==> config.mk <==
export PLATFORM = sky130hd
export DESIGN_NAME = websocket_frame_deframer_flat
export DESIGN_NICKNAME = d
export VERILOG_FILES = /design/src/hdl/wsd_pkg.sv /design/src/hdl/wsd_in_if.sv /design/src/hdl/wsd_out_if.sv /design/src/hdl/websocket_frame_deframer.sv /design/src/flat_wrapper.sv
export SDC_FILE = /design/constraint.sdc
export NUM_CORES = 1
export LEC_CHECK = 0
export BUFFER_PORTS_ARGS = -buffer_cell sky130_fd_sc_hd__buf_2
export CORE_ASPECT_RATIO = 1.75
export CORE_MARGIN = 5
export CORE_UTILIZATION = 40
export DETAILED_ROUTE_END_ITERATION = 10
export GPL_TIMING_DRIVEN = 0
export PLACE_DENSITY = 0.66
export RECOVER_POWER = 50
export SLEW_MARGIN = 5
export SYNTH_ARGS = -nofsm -noshare
export SYNTH_HDL_FRONTEND = slang
export SYNTH_SLANG_ARGS = --single-unit
==> constraint.sdc <==
create_clock -name clk -period 3.9 [get_ports clk]
set_input_delay 0.195 -clock clk [delete_from_list [all_inputs] [get_ports clk]]
set_output_delay 0.195 -clock clk [all_outputs]
set_load 0.03 [all_outputs]
==> src/hdl/wsd_pkg.sv <==
// Shared constants and result codes for the WebSocket frame deframer.
package wsd_pkg;

	localparam int unsigned MAXP_WIDTH = 25;
	localparam int unsigned LEN_WIDTH  = 64;

	localparam logic [MAXP_WIDTH-1:0] MAXP_RESET = 25'd16777216;

	localparam logic [7:0] RSV_MASK    = 8'h70;
	localparam logic [7:0] FIN_BIT     = 8'h80;
	localparam logic [7:0] LEN7_MASK   = 8'h7f;
	localparam logic [3:0] CTRL_BIT    = 4'h8;
	localparam logic [6:0] LEN7_EXT16  = 7'd126;
	localparam logic [6:0] LEN7_EXT64  = 7'd127;
	localparam logic [6:0] CTRL_MAXLEN = 7'd125;

	localparam logic [3:0] EXT16_BYTES = 4'd2;
	localparam logic [3:0] EXT64_BYTES = 4'd8;
	localparam logic [3:0] KEY_BYTES   = 4'd4;

	typedef logic [1:0] kind_t;
	localparam kind_t KIND_PAYLOAD = 2'd0;
	localparam kind_t KIND_EMPTY   = 2'd1;
	localparam kind_t KIND_ERROR   = 2'd2;

endpackage

==> src/hdl/wsd_in_if.sv <==
// Byte stream channel into the deframer.
interface wsd_in_if;
	logic       valid;
	logic       ready;
	logic [7:0] rx_byte;

	modport source (output valid, output rx_byte, input ready);
	modport sink   (input valid, input rx_byte, output ready);
endinterface

==> src/hdl/wsd_out_if.sv <==
// Result channel out of the deframer.
interface wsd_out_if;
	logic       valid;
	logic       ready;
	logic [1:0] out_kind;
	logic [7:0] payload_byte;
	logic [3:0] frame_opcode;
	logic       frame_final;
	logic       last_of_frame;

	modport source (output valid, output out_kind, output payload_byte, output frame_opcode,
		output frame_final, output last_of_frame, input ready);
	modport sink   (input valid, input out_kind, input payload_byte, input frame_opcode,
		input frame_final, input last_of_frame, output ready);
endinterface

==> src/hdl/websocket_frame_deframer.sv <==
// An accepted byte enters the input register; its result, if any, the result register.
// Throughput: one byte per cycle unless stalled; parser state sits between those registers.
// A stalled result register holds the input register, which in turn drops ready.
// Reset (arst_n, asynchronous, active low) returns the parser to the first header byte
// and max_payload to 16 MiB; a protocol error is sticky until the next reset.
module websocket_frame_deframer
	import wsd_pkg::*;
#(
	parameter int unsigned COUNT_WIDTH = 25
) (
	input  logic                  clk,
	input  logic                  arst_n,
	input  logic                  cfg_we,
	input  logic [MAXP_WIDTH-1:0] cfg_wdata,
	wsd_in_if.sink                stream,
	wsd_out_if.source             result
);

	typedef enum logic [2:0] {
		PH_HDR0,
		PH_HDR1,
		PH_EXT,
		PH_KEY,
		PH_DATA,
		PH_ERR
	} phase_t;

	phase_t                 phase_q, phase_n;
	logic [3:0]             opcode_q, opcode_n;
	logic                   final_q, final_n;
	logic [LEN_WIDTH-1:0]   len_q, len_n;
	logic [3:0]             cnt_q, cnt_n;
	logic [31:0]            key_q, key_n;
	logic [1:0]             pos_q, pos_n;
	logic [COUNT_WIDTH-1:0] left_q, left_n;
	logic [MAXP_WIDTH-1:0]  maxp_q;

	logic       valid_s1;
	logic [7:0] byte_s1;

	logic       out_valid_q;
	kind_t      out_kind_q;
	logic [7:0] out_byte_q;
	logic [3:0] out_op_q;
	logic       out_fin_q;
	logic       out_last_q;

	logic       adv, work;
	logic       emit, raise_err, len_done, len_bad;
	kind_t      kind_n;
	logic [7:0] data_n, key_byte;
	logic       last_n;

	assign adv          = !out_valid_q || result.ready;
	assign work         = valid_s1 && adv;
	assign stream.ready = !valid_s1 || adv;

	always_comb begin
		case (pos_q)
			2'd0:    key_byte = key_q[31:24];
			2'd1:    key_byte = key_q[23:16];
			2'd2:    key_byte = key_q[15:8];
			default: key_byte = key_q[7:0];
		endcase
	end

	always_comb begin
		phase_n   = phase_q;
		opcode_n  = opcode_q;
		final_n   = final_q;
		len_n     = len_q;
		cnt_n     = cnt_q;
		key_n     = key_q;
		pos_n     = pos_q;
		left_n    = left_q;
		emit      = 1'b0;
		raise_err = 1'b0;
		len_done  = 1'b0;
		kind_n    = KIND_PAYLOAD;
		data_n    = 8'd0;
		last_n    = 1'b0;
		unique case (phase_q)
			PH_HDR0: begin
				opcode_n = byte_s1[3:0];
				final_n  = (byte_s1 & FIN_BIT) != 8'd0;
				if ((byte_s1 & RSV_MASK) != 8'd0) begin
					raise_err = 1'b1;
				end else begin
					phase_n = PH_HDR1;
				end
			end
			PH_HDR1: begin
				if ((byte_s1 & FIN_BIT) == 8'd0) begin
					raise_err = 1'b1;
				end else if (byte_s1[6:0] == LEN7_EXT16) begin
					len_n   = '0;
					cnt_n   = EXT16_BYTES;
					phase_n = PH_EXT;
				end else if (byte_s1[6:0] == LEN7_EXT64) begin
					len_n   = '0;
					cnt_n   = EXT64_BYTES;
					phase_n = PH_EXT;
				end else begin
					len_n    = LEN_WIDTH'(byte_s1 & LEN7_MASK);
					len_done = 1'b1;
				end
			end
			PH_EXT: begin
				len_n = {len_q[LEN_WIDTH-9:0], byte_s1};
				cnt_n = cnt_q - 4'd1;
				if (cnt_n == 4'd0) begin
					len_done = 1'b1;
				end
			end
			PH_KEY: begin
				key_n = {key_q[23:0], byte_s1};
				cnt_n = cnt_q - 4'd1;
				if (cnt_n == 4'd0) begin
					pos_n = 2'd0;
					if (left_q == '0) begin
						phase_n = PH_HDR0;
						emit    = 1'b1;
						kind_n  = KIND_EMPTY;
						last_n  = 1'b1;
					end else begin
						phase_n = PH_DATA;
					end
				end
			end
			PH_DATA: begin
				pos_n  = pos_q + 2'd1;
				left_n = left_q - COUNT_WIDTH'(1);
				last_n = left_n == '0;
				emit   = 1'b1;
				kind_n = KIND_PAYLOAD;
				data_n = byte_s1 ^ key_byte;
				if (last_n) begin
					phase_n = PH_HDR0;
				end
			end
			PH_ERR: begin
				phase_n = PH_ERR;
			end
			default: begin
				phase_n = PH_ERR;
			end
		endcase
		// over max_payload, too wide for the counter, or an oversized or fragmented control frame
		len_bad = (|(len_n >> MAXP_WIDTH)) || (len_n[MAXP_WIDTH-1:0] > maxp_q)
			|| (|(len_n >> COUNT_WIDTH))
			|| (((opcode_n & CTRL_BIT) != 4'd0)
				&& ((len_n > LEN_WIDTH'(CTRL_MAXLEN)) || !final_n));
		if (len_done) begin
			if (len_bad) begin
				raise_err = 1'b1;
			end else begin
				left_n  = len_n[COUNT_WIDTH-1:0];
				key_n   = '0;
				pos_n   = 2'd0;
				cnt_n   = KEY_BYTES;
				phase_n = PH_KEY;
			end
		end
		if (raise_err) begin
			phase_n = PH_ERR;
			emit    = 1'b1;
			kind_n  = KIND_ERROR;
			data_n  = 8'd0;
			last_n  = 1'b1;
		end
	end

	always_ff @(posedge clk or negedge arst_n) begin
		if (!arst_n) begin
			phase_q     <= PH_HDR0;
			opcode_q    <= '0;
			final_q     <= 1'b0;
			len_q       <= '0;
			cnt_q       <= '0;
			key_q       <= '0;
			pos_q       <= '0;
			left_q      <= '0;
			maxp_q      <= MAXP_RESET;
			valid_s1    <= 1'b0;
			byte_s1     <= '0;
			out_valid_q <= 1'b0;
			out_kind_q  <= KIND_PAYLOAD;
			out_byte_q  <= '0;
			out_op_q    <= '0;
			out_fin_q   <= 1'b0;
			out_last_q  <= 1'b0;
		end else begin
			if (cfg_we) begin
				maxp_q <= cfg_wdata;
			end
			if (stream.valid && stream.ready) begin
				valid_s1 <= 1'b1;
				byte_s1  <= stream.rx_byte;
			end else if (adv) begin
				valid_s1 <= 1'b0;
			end
			if (work) begin
				phase_q  <= phase_n;
				opcode_q <= opcode_n;
				final_q  <= final_n;
				len_q    <= len_n;
				cnt_q    <= cnt_n;
				key_q    <= key_n;
				pos_q    <= pos_n;
				left_q   <= left_n;
			end
			if (adv) begin
				out_valid_q <= work && emit;
			end
			if (work && emit) begin
				out_kind_q <= kind_n;
				out_byte_q <= data_n;
				out_op_q   <= opcode_n;
				out_fin_q  <= final_n;
				out_last_q <= last_n;
			end
		end
	end

	assign result.valid         = out_valid_q;
	assign result.out_kind      = out_kind_q;
	assign result.payload_byte  = out_byte_q;
	assign result.frame_opcode  = out_op_q;
	assign result.frame_final   = out_fin_q;
	assign result.last_of_frame = out_last_q;

`ifndef SYNTH
	// error state is sticky
	a_err_sticky: assert property (@(posedge clk) disable iff (!arst_n)
		phase_q == PH_ERR |=> phase_q == PH_ERR)
		else $error("left error state before reset");

	// entering the error state always presents an error word
	a_err_word: assert property (@(posedge clk) disable iff (!arst_n)
		(phase_q != PH_ERR) ##1 (phase_q == PH_ERR) |-> out_valid_q && out_kind_q == KIND_ERROR)
		else $error("error state entered without error word");

	// a stalled input word is held, not lost
	a_s1_hold: assert property (@(posedge clk) disable iff (!arst_n)
		valid_s1 && !adv |=> valid_s1 && $stable(byte_s1))
		else $error("input register lost a word under stall");

	// error and empty-frame words always close the frame
	a_last_mark: assert property (@(posedge clk) disable iff (!arst_n)
		out_valid_q && (out_kind_q == KIND_ERROR || out_kind_q == KIND_EMPTY) |-> out_last_q)
		else $error("error or empty word without last mark");
`endif

endmodule

==> src/flat_wrapper.sv <==
// flat-port wrapper written by rule: the top's interface ports become plain ports
module websocket_frame_deframer_flat import wsd_pkg::*;
#(
	parameter int unsigned COUNT_WIDTH = 25
)
  (clk, arst_n, cfg_we, cfg_wdata, stream_valid, stream_rx_byte, stream_ready, result_valid, result_out_kind, result_payload_byte, result_frame_opcode, result_frame_final, result_last_of_frame, result_ready);
  wsd_in_if stream_i ();
  wsd_out_if result_i ();
  input  logic clk;
  input  logic arst_n;
  input  logic cfg_we;
  input  logic [MAXP_WIDTH-1:0] cfg_wdata;
  input wire logic [$bits(stream_i.valid)-1:0] stream_valid;
  input wire logic [$bits(stream_i.rx_byte)-1:0] stream_rx_byte;
  output wire logic [$bits(stream_i.ready)-1:0] stream_ready;
  output wire logic [$bits(result_i.valid)-1:0] result_valid;
  output wire logic [$bits(result_i.out_kind)-1:0] result_out_kind;
  output wire logic [$bits(result_i.payload_byte)-1:0] result_payload_byte;
  output wire logic [$bits(result_i.frame_opcode)-1:0] result_frame_opcode;
  output wire logic [$bits(result_i.frame_final)-1:0] result_frame_final;
  output wire logic [$bits(result_i.last_of_frame)-1:0] result_last_of_frame;
  input wire logic [$bits(result_i.ready)-1:0] result_ready;
  assign stream_i.valid = stream_valid;
  assign stream_i.rx_byte = stream_rx_byte;
  assign stream_ready = stream_i.ready;
  assign result_valid = result_i.valid;
  assign result_out_kind = result_i.out_kind;
  assign result_payload_byte = result_i.payload_byte;
  assign result_frame_opcode = result_i.frame_opcode;
  assign result_frame_final = result_i.frame_final;
  assign result_last_of_frame = result_i.last_of_frame;
  assign result_i.ready = result_ready;
  websocket_frame_deframer #(.COUNT_WIDTH(COUNT_WIDTH)) u_core (.clk(clk), .arst_n(arst_n), .cfg_we(cfg_we), .cfg_wdata(cfg_wdata), .stream(stream_i), .result(result_i));
endmodule
-- Word level (Yosys, flattened, before mapping)
Index checks and enable logic that the tools add are counted.
W data, S select, Z words.
- latch bits: 0
- memories: 0
- input bits: 38
- logic and storage cells: 112
- output and inout bits: 18
- register bits after elaboration: 186
- ROM bits: 0
- RAM bits: 0
- multipliers: 0
- equal/unequal tests: 8
- div/mod/pow operators: 0
- order comparisons: 2
- reduce and logical (&&, ||, !) cells: 23
- add/sub/neg operators: 3
- bitwise gates (word level): 1
- shift operators: 0
- multiplexer cells: 58
- operators by type and width (kind ; number):
    $mux W64 ; 2
    $pmux W64 S2 ; 1
    $mux W32 ; 3
    $mux W25 ; 3
    $gt A64 B7 Y1 const B ; 1
    $logic_not A25 Y1 ; 2
    $reduce_or A39 Y1 ; 1
    $mux W3 ; 10
    $gt A25 B25 Y1 ; 1
    $sub A25 B1 Y25 const B ; 1
    $mux W4 ; 6
    $pmux W8 S3 ; 1
    $mux W1 ; 16
    $mux W8 ; 2
    $pmux W3 S5 ; 1
    $eq A7 B7 Y1 const B ; 2
    $mux W2 ; 6
    $logic_not A8 Y1 ; 1
    $pmux W1 S2 ; 4
    $pmux W4 S2 ; 1
    $reduce_bool A8 Y1 ; 1
    $xor A8 B8 Y8 ; 1
    $mux W7 ; 1
    $eq A3 B2 Y1 const B ; 2
    other kinds (15) ; 25

-- Logic depth before layout (Yosys ltp)
Gate-level depths: netlist (run 1).
- depth in word-level cells: 13
- gate-level depth with buffers: 19
- mapped depth without buffers: 14

-- Worst setup path after synthesis (run 1)
Ideal clock, no wire load.
- path type: flip-flop to flip-flop
- start: reg u_core.byte_s1[7]
- end: reg u_core.left_q[0]
- slack: 0.122 ns
- stages on the path, launching flop included: 18
- clock period less this slack: 3.778 ns
- arrival: 3.682 ns
- cell sequence: dfrtp_1 > clkbuf_1 > and4bb_2 > nor2_1 > buf_2 > a22oi_1 > inv_1 > ha_1 > nand3_1 > nor4_1 > nand2_1 > a2111oi_0 > and3_1 > nand4_2 > or2_1 > buf_2 > buf_6 > a311oi_2
- longest elaborated chain between the ends: 9
- elaborated cells between the ends (all ways): 17
- classes of those cells: order compare (2); mux (7); reduce/logical (8)
- RTL lines (what ; line ; source):
    start: declaration ; websocket_frame_deframer.sv:39 ; logic [7:0] byte_s1;
    start signal: assignment ; websocket_frame_deframer.sv:198 ; byte_s1 <= stream.rx_byte;
    $logic_not A8 Y1 * ; websocket_frame_deframer.sv:93 ; if ((byte_s1 & FIN_BIT) == 8'd0) begin
    $mux W64 * ; websocket_frame_deframer.sv:93 ;
    $pmux W64 S2 * ; websocket_frame_deframer.sv:82 ; unique case (phase_q)
    via u_core.len_n[3] ; websocket_frame_deframer.sv:31 ; logic [LEN_WIDTH-1:0] len_q, len_n;
    $gt A64 B7 Y1 / $gt A25 B25 Y1 (equally long branches) ; websocket_frame_deframer.sv:152, websocket_frame_deframer.sv:149 ;
    $logic_or A1 B1 Y1, on equally long branches ; websocket_frame_deframer.sv:152, websocket_frame_deframer.sv:149 ;
    $logic_and A1 B1 Y1 / $logic_or A1 B1 Y1 (equally long branches) ; websocket_frame_deframer.sv:152, websocket_frame_deframer.sv:150 ;
    $logic_or A1 B1 Y1 * ; websocket_frame_deframer.sv:151 ; || (((opcode_n & CTRL_BIT) != 4'd0)
    $mux W25 * ; websocket_frame_deframer.sv:154 ; if (len_bad) begin
    $mux W25 * ; websocket_frame_deframer.sv:153 ; if (len_done) begin
    end signal: assignment ; websocket_frame_deframer.sv:210 ; left_q <= left_n;
    end: declaration ; websocket_frame_deframer.sv:35 ; logic [COUNT_WIDTH-1:0] left_q, left_n;
The timed path passes the listed nets; every way through them passes the cells marked *.
A chain may end at the register's enable or synchronous reset.

-- Final worst setup path (run 1)
- start: reg u_core.phase_q[1]
- end: reg u_core.left_q[5]
- longest elaborated chain between the ends: 8
- elaborated cells between the ends (all ways): 20
- classes of those cells: order compare (2); eq/ne (3); mux (7); reduce/logical (8)
- RTL lines (what ; line ; source):
    start: declaration ; websocket_frame_deframer.sv:28 ; phase_t phase_q, phase_n;
    start signal: assignment ; websocket_frame_deframer.sv:203 ; phase_q <= phase_n;
    $eq A3 B2 Y1 / $eq A3 B1 Y1 (equally long branches) ; websocket_frame_deframer.sv:82 ;
    $pmux W64 S2 * ; websocket_frame_deframer.sv:82 ;
    via u_core.len_n[10] ; websocket_frame_deframer.sv:31 ;
    $gt A64 B7 Y1 / $gt A25 B25 Y1 (equally long branches) ; websocket_frame_deframer.sv:152, websocket_frame_deframer.sv:149 ;
    $logic_or A1 B1 Y1, on equally long branches ; websocket_frame_deframer.sv:152, websocket_frame_deframer.sv:149 ;
    $logic_and A1 B1 Y1 / $logic_or A1 B1 Y1 (equally long branches) ; websocket_frame_deframer.sv:152, websocket_frame_deframer.sv:150 ;
    $logic_or A1 B1 Y1 * ; websocket_frame_deframer.sv:151 ;
    $mux W25 * ; websocket_frame_deframer.sv:154 ;
    $mux W25 * ; websocket_frame_deframer.sv:153 ;
Marked as above.

==> impl_metrics.yaml, run 1 <==
global_route:
  grt_pass1_vias: 10200
  grt_pass1_wl_um: 57100
  antenna_found_initial: 0
  grt_overflow_total: 0
  track_usage_pct: 24.5
  grt_start_max_net_pins: 108
min_path:
  hold_start: "cfg_we"
  hp-class: "in2reg"
  hold_path_depth: 3
  holdPathEnd: "u_core.maxp_q[9]"
synthesis:
  syn_nets: 1274
  synth_cell_types: 72
  netlist_top_cells_count: "187 x nand2_1, 185 x dfrtp_1, 119 x o21ai_0"
  ys_seq_area_share_pct: 44.1
  synth_top_cell_by_area: "dfrtp_1"
  synth-edff-count: 0
  netlist_area_um2: 10500
  synthTopCellsByArea: "dfrtp_1 44%, nand2_1 6.7%, o21ai_0 5.6%"
  synth-main-ff-cell: "dfrtp_1"
  yosys_warnings: 0
  ys_ff_latch: 186
  post-synth-top-area-fraction_pct: 43.9
  syn_avg_cell_area_um2: 8.77
  async_reset_ff_share_pct: 100
  netlist_instances: 1203
  synthMostInstantiatedCell: "nand2_1"
status:
  violations: "max-capacitance violations, max-slew violations, negative setup slack"
  status: "complete, but fails checks"
power_and_ir_drop:
  swShare_pct: 41.9
  p_clk_share_pct: 23.2
  powerDensity_nw_per_um2: 573
  pwr-share-seq_pct: 33.3
  p_leak_nw: 5.78
  power_mw: 7.66
  power.internal_mw: 4.45
  peakVddDrop_uv: 373
  power.switching_mw: 3.21
  p_comb_share_pct: 43.5
sta:
  fin_crit_sh_pct: 109
  final.setup_skew_ns: 0.0156
  tightest_slew_ns: 1.97
  setup_slack_ns: -0.334
  hold_viol: 0
  max_freq_ghz: 0.236
  max-slew-margin-rel_pct: -31.5
  setup-tns-final_ns: -17.78
  period_minus_slack_ns: 4.23
  setup_violations: 80
  worst_hold_slack_ns: 0.106
  rsz0062_at_grt: "true"
  report.final.slew_viol_count: 188
critical_path:
  crit_type: "reg2reg"
  path_buf_inv: 2
  critPathMaxFanout: 10
  reg2reg_to: "u_core.left_q[5]"
  crit_path_start_kind: "flip-flop"
  critPathSlowestCell: "dfrtp_1"
  arrival_ns: 4.60
  endpoint_kind: "flip-flop"
  path_cells: "nor2b_1 -> buf_4 -> o22ai_1 -> a21oi_1 -> ha_1 -> nand4_1 -> nor4_4 -> nand2_2 -> a2111oi_4 -> and3_4 -> nand4_4 -> or2_4 -> clkbuf_16 -> o311ai_2"
  critPathRequiredTime_ns: 4.26
  reg2reg_from: "u_core.phase_q[1]"
  cp_top_family: "simple AND/OR/NAND/NOR gates"
  r2r_slack_ns: -0.33
  r2r_cells: 14
  cp_slowest_stage_delay_ns: 0.49
floorplanning:
  die_x_um: 133
  core_area_um2: 26000
  rows: 78
  start_util_pct: 40.6
  chipHeight_um: 225
  io_pins: 56
  die-area_um2: 29800
finish:
  n_antenna_cell: 0
  drive_gt1_share_pct: 21.5
  layout.nets: 1428
  syn_to_final_growth_pct: 26.8
  postLayoutCoreUtil_pct: 51.5
cts:
  cts_tree: "yes"
  clk_pin_slew_worst_paths_ns: 0.07
  cts.sinks: 186
  root_buffer: "clkbuf_16"
  htree_levels: 4
  clockBufferDepth: 2
  cts_buffers: 17
  insertion_delay_ns: 0.46
detailed_routing:
  ant_nets: 0
  wl_per_cell_um: 21.7
  drc: 0
  num_vias: 10200
  vias_per_cell: 6.05
  drt_iter0_drc: 829
  drt_pass1_iterations: 5
  routed_wl_um: 36600
place:
  hpwl_um: 25600
  io_buffers: 54
  gp_congestion: 1.02
job:
  cap_violations: 2
[routing by layer]
metal | track usage [%] | wire length, um
met5 | 0 | 0
met2 | 44.6 | 19400
met4 | 18.6 | 2860
met3 | 3.33 | 1710
met1 | 25.4 | 12700
[final cells by class]
cell class                 instances  area (um^2)
tap                              320          400
multi-input combinational        854         5840
clock inverter                    12          138
clock buffer                      20          447
inverter                          75          282
buffer                            84          522
fill                            2337        12600
timing repair buffer             139         1080
sequential                       186         4660
[tightest hold or removal path, stage by stage]
cell and delay (ns):
clkbuf_1 0.17, nand2_1 0.09, o21ai_0 0.07
[repair_timing]
item,CTS,global route
cloned,2,4
resized for setup,119,112
endpoints found under the hold margin,113,0
pin swaps,22,22
endpoints found under the setup margin,82,82
hold buffers,35,0
buffers inserted,35,11
[cell families after synthesis]
family	Yosys count	synth area share, %
buffers and inverters	163	6.38
adders and majority gates	33	3.91
xor gates and xnor gates	17	1.41
and+or+nand+nor	435	19.2
AOI/OAI and AO/OA	343	22.2
muxes	26	2.70
DFF	186	44.1
[layout by cell type, fill, tap and decap left out, types with 25 or more instances in the layout]
cell type	instances
buf_2	46
nor3_1	49
nor2_1	79
nand2_1	181
a22o_1	29
o21ai_2	29
a21oi_1	25
ha_1	28
clkbuf_1	64
a22oi_1	43
dlygate4sd3_1	35
inv_1	72
dfrtp_1	179
buf_4	40
o21ai_0	82
[how the worst max path moves through the flow]
stage | endpoint | from | cells after the start | slack (ns)
2_1_floorplan | u_core.left_q[0] | u_core.byte_s1[7] | 17 | 0.12
3_3_place_gp | u_core.result.frame_opcode[3] | u_core.byte_s1[7] | 16 | -1.95
3_5_place_dp | u_core.result.last_of_frame | u_core.byte_s1[7] | 16 | -1.99
4_1_cts | u_core.left_q[0] | u_core.phase_q[2] | 17 | -0.13
5_1_grt | u_core.left_q[6] | u_core.phase_q[2] | 18 | -0.44
6_report | u_core.left_q[5] | u_core.phase_q[1] | 14 | -0.33
[power by group through the flow]
stage / logic [mW] / registers [mW] / clock network [mW]
after detailed placement: 2.78 / 2.54 / 0
after global placement: 2.74 / 2.53 / 0
final: 3.33 / 2.55 / 1.78
after global routing: 3.57 / 2.59 / 1.86
after floorplan: 1.77 / 2.61 / 0
after CTS: 3.18 / 2.54 / 1.80
[state kept, by name, summed over array words and instances (netlist names), 2 cells and up]
register                    flops
u_core.len_q                   64
u_core.key_q                   32
u_core.result.payload_byte      8
u_core.result.frame_opcode      4
u_core.maxp_q                  25
u_core.left_q                  25
u_core.opcode_q                 4
u_core.pos_q                    2
u_core.cnt_q                    4
u_core.byte_s1                  8
u_core.result.out_kind          2
u_core.phase_q                  3
[metrics by stage]
| step | setup slack [ns] | instance area (um^2) | instances |
|---|---|---|---|
| 5_1_grt | -0.438 | 13400 | 1690 |
| 4_1_cts | -0.132 | 13000 | 1675 |
| 3_3_place_gp | -1.95 | 11200 | 1577 |
| 6_report | -0.334 | 13400 | 1690 |
| 2_1_floorplan | 0.122 | 10500 | 1203 |
| 3_5_place_dp | -1.99 | 11300 | 1578 |
Note: power is estimated with default switching activity, not from simulation.
==> run 2: changes to the inputs <==
PLACE_DENSITY = 0.64   (was 0.66)
clock period = 4 ns   (was 3.9 ns; I/O delays follow)
==> run 2 against run 1 <==
The run still ends with max-capacitance violations, max-slew violations, negative setup slack left. Cell area fell by 2.4%. Critical path depth rose by 7. Largest cell class unchanged. Routed wire length rose by 2.5%. Worst setup slack improved by 0.21 ns. Critical endpoint is now u_core.cnt_q[2]. Maximum frequency rose by 2.8%. Cell count fell by 0.41%. Sequential share of layout area rose by 0.88 points. Largest power group unchanged.
==> impl_metrics.yaml, run 2 (synthesis results as in run 1) <==
status:
  status: "complete, but fails checks"
  violations: "max-capacitance violations, max-slew violations, negative setup slack"
place:
  gp_congestion: 0.999
  hpwl_um: 26500
  place_inst: 1578
  io_buffers: 54
  place_area_um2: 11300
  preCtsSetupSlack_ns: -1.96
floorplanning:
  core_area_um2: 26000
  start_util_pct: 40.6
  chipHeight_um: 225
  die_x_um: 133
  die-area_um2: 29800
  io_pins: 56
  rows: 78
cts:
  root_buffer: "clkbuf_16"
  cts_buffers: 17
  clk_pin_slew_worst_paths_ns: 0.07
  clockBufferDepth: 2
  cts_tree: "yes"
  insertion_delay_ns: 0.46
  cts.sinks: 186
  htree_levels: 4
global_route:
  track_usage_pct: 25.0
  grt_pass1_vias: 10500
  grt_start_max_net_pins: 110
  grt_overflow_total: 0
  grt_pass1_wl_um: 57900
  antenna_found_initial: 0
detailed_routing:
  wl_per_cell_um: 22.3
  dr_wl_met2_um: 19600
  vias_per_cell: 6.08
  drt_pass1_iterations: 8
  routed_wl_um: 37500
  wl_met3_um: 2150
  met1Wirelength_um: 12800
  drc: 0
  top_layer_used: "met4"
  num_vias: 10200
  ant_nets: 0
  drt_iter0_drc: 893
power_and_ir_drop:
  power.switching_mw: 3.10
  p_comb_share_pct: 43.3
  pwr-share-seq_pct: 33.6
  powerDensity_nw_per_um2: 568
  p_leak_nw: 5.70
  power.internal_mw: 4.31
  p_clk_share_pct: 23.1
  swShare_pct: 41.8
  peakVddDrop_uv: 550
finish:
  layout.nets: 1421
  largestRegisters: "u_core.len_q (64), u_core.key_q (32)"
  largest_register_ffs: 64
  drive_gt1_share_pct: 18.3
  regArea_um2: 4660
  final_design_area_no_fill_um2: 13000
  final_common_cell: "nand2_1"
  n_antenna_cell: 0
  multiInputGateArea_um2: 5620
  syn_to_final_growth_pct: 23.7
  largest_register: "u_core.len_q"
  stdcell_count: 1683
  final_cell_mix: "185 x nand2_1, 178 x dfrtp_1, 115 x o21ai_0"
  n_fill_cell: 2457
min_path:
  hp-class: "in2reg"
  holdPathEnd: "u_core.result.valid"
  hold_path_depth: 4
  hold_start: "result_ready"
critical_path:
  arrival_ns: 4.45
  reg2reg_from: "u_core.phase_q[2]"
  crit_path_start_kind: "flip-flop"
  critPathRequiredTime_ns: 4.34
  endpoint_kind: "flip-flop"
  crit_type: "reg2reg"
  r2r_cells: 21
  critPathSlowestCell: "or3b_4"
  crit_top_cell: "buf_4"
  path_cells: "buf_6 -> or3b_4 -> buf_6 -> buf_8 -> nand2_2 -> a211o_1 -> inv_2 -> ha_4 -> nand4_1 -> buf_4 -> buf_4 -> buf_4 -> buf_4 -> a221oi_1 -> o21ai_2 -> buf_4 -> nand4_4 -> buf_6 -> buf_4 -> nor4_2 -> or2_2"
  r2r_slack_ns: -0.12
  critPathMaxFanout: 9
  cp_slowest_stage_delay_ns: 0.43
  reg2reg_to: "u_core.cnt_q[2]"
job:
  cap_violations: 1
sta:
  period_minus_slack_ns: 4.12
  tightest_slew_ns: 2.02
  fin_crit_sh_pct: 103
  max-slew-margin-rel_pct: -34.4
  worst_hold_slack_ns: 0.0985
  final.setup_skew_ns: 0.00983
  report.final.slew_viol_count: 158
  rsz0062_at_grt: "true"
  hold_viol: 0
  max_freq_ghz: 0.243
  setup_violations: 58
  setup_slack_ns: -0.119
==> run 2: changes by cell type in the layout (fill, tap and decap cells not counted), moves of 3 or more <==
cell	delta
o21ai_1	-4
buf_6	-6
nand2_1	+4
inv_6	-3
nand2_2	-4
o21ai_0	+33
o21ai_2	-26
buf_8	-5
ha_1	+4
clkbuf_2	+3
ha_4	-4
o21ai_4	-3
==> run 2: worst max path at each step <==
stage	slack, ns	cells past startpoint	to	startpoint
detailed placement	-1.96	16	u_core.result.last_of_frame	u_core.byte_s1[7]
global route	-0.18	17	u_core.key_q[29]	u_core.phase_q[2]
floorplan	0.22	17	u_core.left_q[0]	u_core.byte_s1[7]
global placement	-1.97	16	u_core.result.last_of_frame	u_core.byte_s1[7]
CTS	-0.07	17	u_core.left_q[3]	u_core.phase_q[2]
finish	-0.12	21	u_core.cnt_q[2]	u_core.phase_q[2]
==> run 2: area by class of cell <==
cell class / instances / area share, %
Clock inverter: 10 / 0.911
Tap cell: 320 / 3.07
Inverter: 75 / 2.16
Multi-Input combinational cell: 854 / 43.1
Timing Repair Buffer: 133 / 7.65
Clock buffer: 22 / 3.56
Buffer: 83 / 3.79
Sequential cell: 186 / 35.8
==> run 2: through the flow <==
stage | util (%) | power, mW | setup TNS (ns)
global route | 50.2 | 7.74 | -12.81
detailed placement | 43.4 | 5.23 | -144.21
global placement | 43.2 | 5.20 | -214.73
CTS | 49.2 | 7.27 | -1.01
finish | 50.2 | 7.41 | -2.52
floorplan | - | 4.27 | 0
==> run 2: what timing repair did <==
action                                  4_1_cts  5_1_grt
cloned                                        1        3
endpoints found under the setup margin       82       77
buffers inserted                             33        8
endpoints found under the hold margin       110        0
hold buffers                                 35        0
resized for setup                            96       45
pin swaps                                    24        9
==> run 2: routing by layer <==
layer | global-route usage, % | vias to the layer above
met3 | 4.03 | 172
met4 | 17.9 | 0
li1 | - | 4625
met2 | 45.7 | 463
met5 | 0 | -
met1 | 25.6 | 4974
==> run 2: critical path: cells and delay by family, from the launching register on <==
family,cells,cell delay (ns)
AO/OA/AOI/OAI,3,0.64
adder cells (fa/ha/maj),1,0.27
buffers and inverters,11,1.53
flip-flops,1,0.42
AND/OR/NAND/NOR,6,1.13
==> run 2: power by group through the flow <==
stage	clock (mW)	sequential, mW	combinational, mW
final	1.71	2.49	3.21
after global routing	1.80	2.52	3.42
after floorplan	0	2.55	1.72
after detailed placement	0	2.48	2.75
after CTS	1.73	2.47	3.07
after global placement	0	2.47	2.73
==> run 3: changes to the inputs <==
BUFFER_PORTS_ARGS = -buffer_cell sky130_fd_sc_hd__buf_4   (was -buffer_cell sky130_fd_sc_hd__buf_2)
==> run 3 against run 2 <==
The flow still finishes with violations (max-capacitance violations, max-slew violations, negative setup slack). Combinational power barely moved. Routed wire length barely moved. Utilization grew 1.4 points. First-iteration DRC count rose by 2.5%. Clock skew is 0.0028 ns higher. Count of clock-buffer cells in the layout decreased by 4. Worst setup slack better by 0.012 ns. Global-route usage rose by 0.25 points. Sequential power hardly changed. Cell area up 2.7%. Critical endpoint is now u_core.left_q[6]. Largest power group unchanged.
==> impl_metrics.yaml, run 3 (synthesis results as in run 1) <==
finish:
  multiInputGateArea_um2: 5760
  n_antenna_cell: 0
  n_fill_cell: 2417
  largestRegisters: "u_core.len_q (64), u_core.key_q (32)"
  layout.nets: 1435
  stdcell_count: 1697
  largest_register: "u_core.len_q"
  postLayoutCoreUtil_pct: 51.6
  final_cell_mix: "182 x nand2_1, 177 x dfrtp_1, 118 x o21ai_0"
  syn_to_final_growth_pct: 27.0
  drive_gt1_share_pct: 20.2
  largest_register_ffs: 64
  final_common_cell: "nand2_1"
  regArea_um2: 4670
  final_design_area_no_fill_um2: 13400
detailed_routing:
  drt_pass1_iterations: 5
  num_vias: 10200
  ant_nets: 0
  drc: 0
  wl_per_cell_um: 22.1
  drt_iter0_drc: 915
  routed_wl_um: 37600
  vias_per_cell: 6.03
global_route:
  track_usage_pct: 25.2
  grt_pass1_vias: 10300
  grt_pass1_wl_um: 58300
  grt_overflow_total: 0
  antenna_found_initial: 0
  grt_start_max_net_pins: 109
critical_path:
  critPathMaxFanout: 8
  r2r_slack_ns: -0.11
  crit_type: "reg2reg"
  path_cells: "buf_6 -> or3b_4 -> buf_8 -> buf_8 -> nand2_2 -> a211o_1 -> inv_2 -> ha_4 -> nand4_1 -> nor3_2 -> nand2_2 -> a2111oi_4 -> and3_4 -> nand4_4 -> or2_4 -> buf_12 -> o311ai_4"
  critPathRequiredTime_ns: 4.36
  arrival_ns: 4.47
  reg2reg_to: "u_core.left_q[6]"
  critPathSlowestCell: "or3b_4"
  cp_top_family: "simple AND/OR/NAND/NOR gates"
  endpoint_kind: "flip-flop"
  crit_path_start_kind: "flip-flop"
  cp_slowest_stage_delay_ns: 0.45
  r2r_cells: 17
  path_buf_inv: 5
  reg2reg_from: "u_core.phase_q[2]"
min_path:
  holdPathEnd: "u_core.result.valid"
  hold_start: "result_ready"
  hold_path_depth: 4
  hp-class: "in2reg"
cts:
  clockBufferDepth: 2
  clk_pin_slew_worst_paths_ns: 0.08
  cts_buffers: 17
  root_buffer: "clkbuf_16"
  cts.sinks: 186
  insertion_delay_ns: 0.46
  htree_levels: 4
  cts_tree: "yes"
sta:
  max-slew-margin-rel_pct: -81.4
  setup_violations: 17
  worst_hold_slack_ns: 0.0698
  setup_slack_ns: -0.108
  report.final.slew_viol_count: 108
  final.setup_skew_ns: 0.0126
  tightest_slew_ns: 2.72
  rsz0062_at_grt: "true"
  period_minus_slack_ns: 4.11
  hold_viol: 0
  fin_crit_sh_pct: 103
  max_freq_ghz: 0.243
place:
  hpwl_um: 26400
  io_buffers: 54
  gp_congestion: 0.943
  place_area_um2: 11400
  preCtsSetupSlack_ns: -1.68
  place_inst: 1578
floorplanning:
  core_area_um2: 26000
  io_pins: 56
  die-area_um2: 29800
  chipHeight_um: 225
  die_x_um: 133
  start_util_pct: 40.6
  rows: 78
power_and_ir_drop:
  peakVddDrop_uv: 489
  powerDensity_nw_per_um2: 559
  p_leak_nw: 5.83
job:
  cap_violations: 1
status:
  status: "complete, but fails checks"
  violations: "max-capacitance violations, max-slew violations, negative setup slack"
[run 3: cell types whose count changed in the layout (fill, tap and decap cells not counted), moves of 4 or more]
cell and change:
buf_2 -35, clkbuf_4 +5, buf_4 +44, ha_1 -4, ha_4 +4
[run 3: metal layers]
metal,part of all wire [%],vias up,routed length [um],track usage (%)
li1,-,4657,-,-
met1,35,5004,13100,26.4
met2,52,416,19500,45.5
met3,4.7,150,1770,3.65
met4,8.4,0,3170,18.9
met5,0,-,0,0
[run 3: per-stage QoR]
step | total power, mW | TNS [ns]
after global routing | 7.86 | -4.94
after detailed placement | 5.29 | -125.08
after global placement | 5.24 | -126.63
after CTS | 7.44 | -0.0296
after floorplan | 4.27 | 0
final | 7.50 | -0.597
[run 3: repair_timing]
item / in CTS / in global routing
buffers inserted: 44 / 10
pin swaps: 31 / 11
gates resized for setup: 115 / 36
gates cloned: 2 / 1
hold buffers: 35 / 0
endpoints found under the setup margin: 82 / 78
hold endpoints to repair: 140 / 0
[run 3: where the power goes]
group | leakage, nW | total (mW) | internal (mW) | switching, mW
clock | 0.301 | 1.80 | 0.966 | 0.838
sequential | 2.21 | 2.49 | 2.19 | 0.308
combinational | 3.31 | 3.20 | 1.17 | 2.03
total | 5.83 | 7.50 | 4.32 | 3.18
[run 3: tightest hold or removal path, cell delays in order]
cell	delay, ns
buf_4	0.08
nor2b_1	0.07
nor2_1	0.09
a31oi_1	0.05
[run 3: layout make-up]
class / instances / share of cell area, %
Buffer: 83 / 3.57
Tap cell: 320 / 2.99
Inverter: 75 / 2.10
Sequential cell: 186 / 34.8
Timing Repair Buffer: 147 / 8.93
Clock inverter: 14 / 1.34
Clock buffer: 18 / 3.28
Multi-Input combinational cell: 854 / 43.0
[run 3: worst max-delay path by stage]
stage | from | to | slack [ns] | cells after the start
floorplan | u_core.byte_s1[7] | u_core.left_q[0] | 0.22 | 17
global placement | u_core.byte_s1[7] | u_core.key_q[30] | -1.70 | 16
detailed placement | u_core.byte_s1[7] | u_core.key_q[23] | -1.68 | 16
CTS | u_core.phase_q[2] | u_core.left_q[6] | -0.03 | 15
global route | u_core.phase_q[2] | u_core.left_q[6] | -0.17 | 17
finish | u_core.phase_q[2] | u_core.left_q[6] | -0.11 | 17
